===== src/lta_pkg.sv =====
// ----------------------------------------------------------------------------
// lta_pkg
// Shared types and constants for the prefix-match traffic accounting block.
// ----------------------------------------------------------------------------
package lta_pkg;

  localparam logic [1:0] OP_PACKET = 2'd0;
  localparam logic [1:0] OP_WRITE  = 2'd1;
  localparam logic [1:0] OP_READ   = 2'd2;
  localparam logic [1:0] OP_NONE   = 2'd3;

  localparam logic [2:0] ST_COUNTED   = 3'd0;
  localparam logic [2:0] ST_NOT_IPV4  = 3'd1;
  localparam logic [2:0] ST_SHORT     = 3'd2;
  localparam logic [2:0] ST_NO_MATCH  = 3'd3;
  localparam logic [2:0] ST_WRITTEN   = 3'd4;
  localparam logic [2:0] ST_READ      = 3'd5;

  localparam logic [15:0] ETHER_IPV4  = 16'h0800;
  localparam logic [15:0] MIN_LEN_OUT = 16'd34;
  localparam logic [15:0] MIN_LEN_IN  = 16'd30;
  localparam logic [5:0]  ADDR_BITS   = 6'd32;

  localparam int CNT_W = 64;

  typedef struct packed {
    logic capture;
    logic clr;
    logic scan_step;
    logic tbl_wr;
    logic cnt_rd;
    logic cnt_upd;
    logic load_out;
  } lta_cmd_t;

  typedef struct packed {
    logic [1:0] opcode;
    logic       pkt_ok;
    logic       in_table;
    logic       idx_last;
    logic       found;
    logic       out_free;
  } lta_sts_t;

endpackage


===== src/lta_ctrl.sv =====
// ----------------------------------------------------------------------------
// lta_ctrl
// Sequencer: clearing pass, table scan, counter update and result hand-off.
// ----------------------------------------------------------------------------
module lta_ctrl (
  input  logic              clk,
  input  logic              rst_n,
  input  logic              in_valid,
  output logic              in_stall,
  input  lta_pkg::lta_sts_t sts,
  output lta_pkg::lta_cmd_t cmd
);
  import lta_pkg::*;

  localparam logic [2:0] S_CLEAR = 3'd0;
  localparam logic [2:0] S_IDLE  = 3'd1;
  localparam logic [2:0] S_DISP  = 3'd2;
  localparam logic [2:0] S_SCAN  = 3'd3;
  localparam logic [2:0] S_TAIL  = 3'd4;
  localparam logic [2:0] S_CRD   = 3'd5;
  localparam logic [2:0] S_UPD   = 3'd6;
  localparam logic [2:0] S_DONE  = 3'd7;

  logic [2:0] state_r, state_nxt;

  assign in_stall = (state_r != S_IDLE);

  always_comb begin
    state_nxt = state_r;
    cmd       = '0;
    unique case (state_r)
      S_CLEAR: begin
        cmd.clr = 1'b1;
        if (sts.idx_last) state_nxt = S_IDLE;
      end
      S_IDLE: begin
        if (in_valid) begin
          cmd.capture = 1'b1;
          state_nxt   = S_DISP;
        end
      end
      S_DISP: begin
        unique case (sts.opcode)
          OP_WRITE: begin
            cmd.tbl_wr = sts.in_table;
            state_nxt  = S_DONE;
          end
          OP_READ:   state_nxt = S_CRD;
          OP_PACKET: state_nxt = sts.pkt_ok ? S_SCAN : S_DONE;
          default:   state_nxt = S_IDLE;
        endcase
      end
      S_SCAN: begin
        cmd.scan_step = 1'b1;
        if (sts.idx_last) state_nxt = S_TAIL;
      end
      // last compare lands here
      S_TAIL: state_nxt = S_CRD;
      S_CRD: begin
        if ((sts.opcode == OP_READ) ? sts.in_table : sts.found) begin
          cmd.cnt_rd = 1'b1;
          state_nxt  = S_UPD;
        end else begin
          state_nxt  = S_DONE;
        end
      end
      S_UPD: begin
        cmd.cnt_upd = 1'b1;
        state_nxt   = S_DONE;
      end
      S_DONE: begin
        if (sts.out_free) begin
          cmd.load_out = 1'b1;
          state_nxt    = S_IDLE;
        end
      end
      default: state_nxt = S_IDLE;
    endcase
  end

  always_ff @(posedge clk) begin
    if (!rst_n) state_r <= S_CLEAR;
    else        state_r <= state_nxt;
  end

endmodule


===== config.mk =====
export PLATFORM = sky130hd
export DESIGN_NAME = lta_ctrl
export DESIGN_NICKNAME = d
export VERILOG_FILES = /design/src/lta_pkg.sv /design/src/lta_ctrl.sv
export SDC_FILE = /design/constraint.sdc
export NUM_CORES = 1
export LEC_CHECK = 0
export ABC_AREA = 1
export BUFFER_PORTS_ARGS = -buffer_cell sky130_fd_sc_hd__buf_2
export CAP_MARGIN = 20
export CORE_AREA = 5 5 42 44
export DETAILED_ROUTE_END_ITERATION = 12
export DIE_AREA = 0 0 47 49
export PLACE_DENSITY_LB_ADDON = 0.2
export SLEW_MARGIN = 20
export SYNTH_ARGS = -nofsm -noshare
export SYNTH_HDL_FRONTEND = slang
export SYNTH_SLANG_ARGS = --single-unit

===== constraint.sdc =====
create_clock -name clk -period 1.5 [get_ports clk]
set_clock_uncertainty 0.15 [all_clocks]
set_input_delay 0.15 -clock clk [delete_from_list [all_inputs] [get_ports clk]]
set_output_delay 0.15 -clock clk [all_outputs]
set_load 0.02 [all_outputs]

Word level (Yosys, flattened, before mapping)
Cells that the tools add are included.

Input bits: 10. Output and inout bits: 8. Bits in registers: 3. Logic and storage cells: 38.

Mux-type cells: 20. Reductions and logical operators: 3. Eq/ne operators: 14.

Operators with widths (count): 3-bit case mux with 8 select lines (1); 3-bit two-way mux (5); 1-bit two-way mux (13); 3-bit == test (second input constant) (4); 3-bit case mux with 3 select lines (1); 2-bit != test (second input constant) (4); 3-bit by 2-bit == test with 1-bit output (second input constant) (2); 4-bit AND reduction (1); 3-bit by 1-bit == test with 1-bit output (second input constant) (1); 3-bit logical NOT (1); 3-bit by 1-bit != test with 1-bit output (second input constant) (1); 2-bit by 1-bit == test with 1-bit output (second input constant) (1); 2-bit == test (second input constant) (1); 2-bit logical NOT (1).

Depth between registers and ports, before layout
Depth after elaboration: 4. Mapped depth: 9. Mapped depth without buffers: 8.

Worst setup path after synthesis
OpenSTA, ideal clock, no wires.

Kind: register to output. From: register state_r[1]. To: output cmd[3] (netlist bit). Arrival time: 1144 ps. Stages on the path, launching flop included: 6. Data required time: 1200 ps. Setup slack: 56 ps. Path buffers: 1. Path through: dfxtp_1 buf_6 inv_2 nor2_1 nand3_1 nor3_1.

RTL lines: start: declaration (line lta_ctrl.sv:24) `logic [2:0] state_r, state_nxt;`; start signal: assignment (line lta_ctrl.sv:83) `else state_r <= state_nxt;`; end: declaration (line lta_ctrl.sv:11) `output lta_pkg::lta_cmd_t cmd`.

==> metrics.md <==
| Metric | Value |
|---|---|
| Layout Area Growth over Synthesis | `53.0%` |
| CTS tree | `done` |
| Routed vias/inst | `approximately 4.5` |
| Leakage | `between 0.3 and 0.4 nW` |
| Port Buffer Count | `17` |
| RD Place Congestion | `a little over 0.7` |
| Post-Syn Instances | `65` |
| Crit end category | `output pin` |
| Final worst setup slack | `approximately 53 ps` |
| Register area share after synthesis | `0.170` |
| Largest stage delay, worst path | `390 ps` |
| Antenna Cells | `0` |
| Clk Latency, worst-skew pair | `230 ps` |
| Max Clk Rate | `691 MHz` |
| Residual DRC count | `0` |
| Worst setup path class | `flip-flop to output pin` |
| Share of cells above drive strength 1 | `0.420` |
| Total gr overflow | `0` |
| Hold Slack | `19.3 ps` |
| Worst-path cell with the longest stage delay | `dfxtp_4` |
| Number of global-route vias before repair | `between 300 and 400` |
| Core ar. | `around 1400 um2` |
| Crit start category | `flip-flop` |
| Syn Nets | `75` |
| Row cnt | `14` |
| Placed cell count | `97` |
| Worst vdd ir | `0.780 mV` |
| Max reg flops | `3` |
| Max-cap violations | `0` |
| Yosys reg bits | `3` |
| Initial DRT Pass Iterations | `4` |
| Dpl ws | `74.4 ps` |
| Die height | `49 um` |
| Setup-failing EPs final | `0` |
| Max transition margin | `0.836` |
| Max-slew violations | `0` |
| Clk buf depth | `2` |
| ANT nets after route | `0` |
| Hold Path Class | `input port to flip-flop` |
| Iter 0 DRT Violations | `8` |
| CP required | `roughly 1200 ps` |
| CTS buffer count | `3` |
| Worst-path clk slew | `approximately 30 ps` |
| Status | `finished clean` |
| # nets final | `99` |
| RSZ-0062 raised after global routing | `true` |
| Post-route clock period utilization | `0.965` |
| Largest net degree at the start of global routing | `11` |
| Syn Std Cell Area | `around 350 um2` |
| DP HPWL | `814 um` |
| Syn avg cell area | `5.45 um2` |
| H-tree Lvls | `1` |
| Via count | `approximately 470` |
| Total GRT Usage | `0.0942` |
| Worst-Margin Slew | `between 200 and 250 ps` |
| Initial Util | `0.253` |
| I/O pin total | `18` |
| DIE WIDTH | `47 um` |
| Yosys warning count | `0` |
| CP Cell Sequence | `inv_4 -> nor2_4 -> nand3_1 -> nor3_1 -> buf_2` |
| Hold Violations, Final | `0` |
| Synth cell types | `15` |
| First-pass GRT wire length | `1620 um` |
| Fin cells | `104` |
| Wirelength, routed | `a little over 1000 um` |
| Clock sinks | `3` |
| Maximum fanout along the worst path | `6` |
| Most flops, register | `state_r` |
| Initial antenna violation count | `0` |
| PD cells | `1830 nW/um2` |
| Critical Path AT | `1150 ps` |
| Largest regs | `state_r (3)` |
| Die area | `2300 um2` |
| WL per Instance | `9.76 um` |
| CTS Root Cell | `clkbuf_4` |
| Minimum clock period after layout | `1450 ps` |
cells by family after synthesis:
logic type | count (synthesis) | share of synthesized area
flops | 3 | 0.170
simple gates | 46 | 0.580
compound gates | 4 | 0.0813
buf+inv | 12 | 0.170
metrics by stage:
stage          TNS (ps)   util  total power [mW]  cell area (um2)
6_report              0  0.387             0.991              542
5_1_grt           -15.6  0.387              1.10              542
2_1_floorplan         0      -             0.594              354
4_1_cts               0  0.343             0.860              480
3_5_place_dp          0  0.317             0.694              444
3_3_place_gp          0  0.317             0.698              444
per-layer routing:
layer	vias up	wire, um	global-route usage
met5	-	0	0
met4	0	0	0.0415
met3	0	72	0.0221
met2	12	512	0.131
met1	205	430	0.133
li1	248	-	-
path summary, 6_finish.rpt:
kind | cells past startpoint | endpoint | startpoint | slack (ps)
setup / recovery | 5 | cmd[3] | state_r[1] | 50
hold reg to reg | 2 | state_r[2] | state_r[0] | 460
hold / removal | 3 | state_r[1] | rst_n | 20
setup reg to reg | 9 | state_r[0] | state_r[1] | 180
layout by cell type, fill, tap and decap left out, types with 3 or more instances in the layout:
cell and count:
nor2_1 10, inv_1 7, buf_4 6, buf_2 14, nand2_1 18, clkbuf_4 3
nand3_1 7
cells in the mapped netlist, drive strengths merged:
| cell type | instances | share of area |
|---|---|---|
| a21boi | 1 | 0.032 |
| inv | 10 | 0.11 |
| nand4 | 1 | 0.018 |
| nand2 | 19 | 0.22 |
| o21ai | 2 | 0.028 |
| nor3 | 2 | 0.028 |
| buf | 2 | 0.064 |
| o21bai | 1 | 0.021 |
| nand3b | 1 | 0.021 |
| nor2 | 14 | 0.15 |
| dfxtp | 3 | 0.17 |
| nand3 | 9 | 0.14 |
worst max-delay path: cells and delay by family, from the launching register on:
kind | cells | cell delay [ps]
and+or+nand+nor | 3 | 280
DFF | 1 | 390
buffers and inverters | 2 | 250
power by group:
part / internal, mW / leakage (nW) / switching (mW)
clock network: 0.0995 / 0.0150 / 0.0392
logic: 0.264 / 0.271 / 0.379
registers: 0.130 / 0.0260 / 0.0783
total: 0.494 / 0.312 / 0.497
cell type report:
type,count,area [um2]
clock buffer,4,26.3
timing repair buffer,21,126
inverter,10,42.5
sequential,3,67.6
fill,160,860
multi-input combinational,50,259
tap,16,20.0
what timing repair did:
item / CTS / global route
setup endpoints to repair: 3 / 5
hold buffers: 0 / 0
pin swaps: 0 / 3
gates cloned: 0 / 0
gates resized for setup: 5 / 13
buffers inserted: 0 / 3
Power figures use the tool's default switching activity.
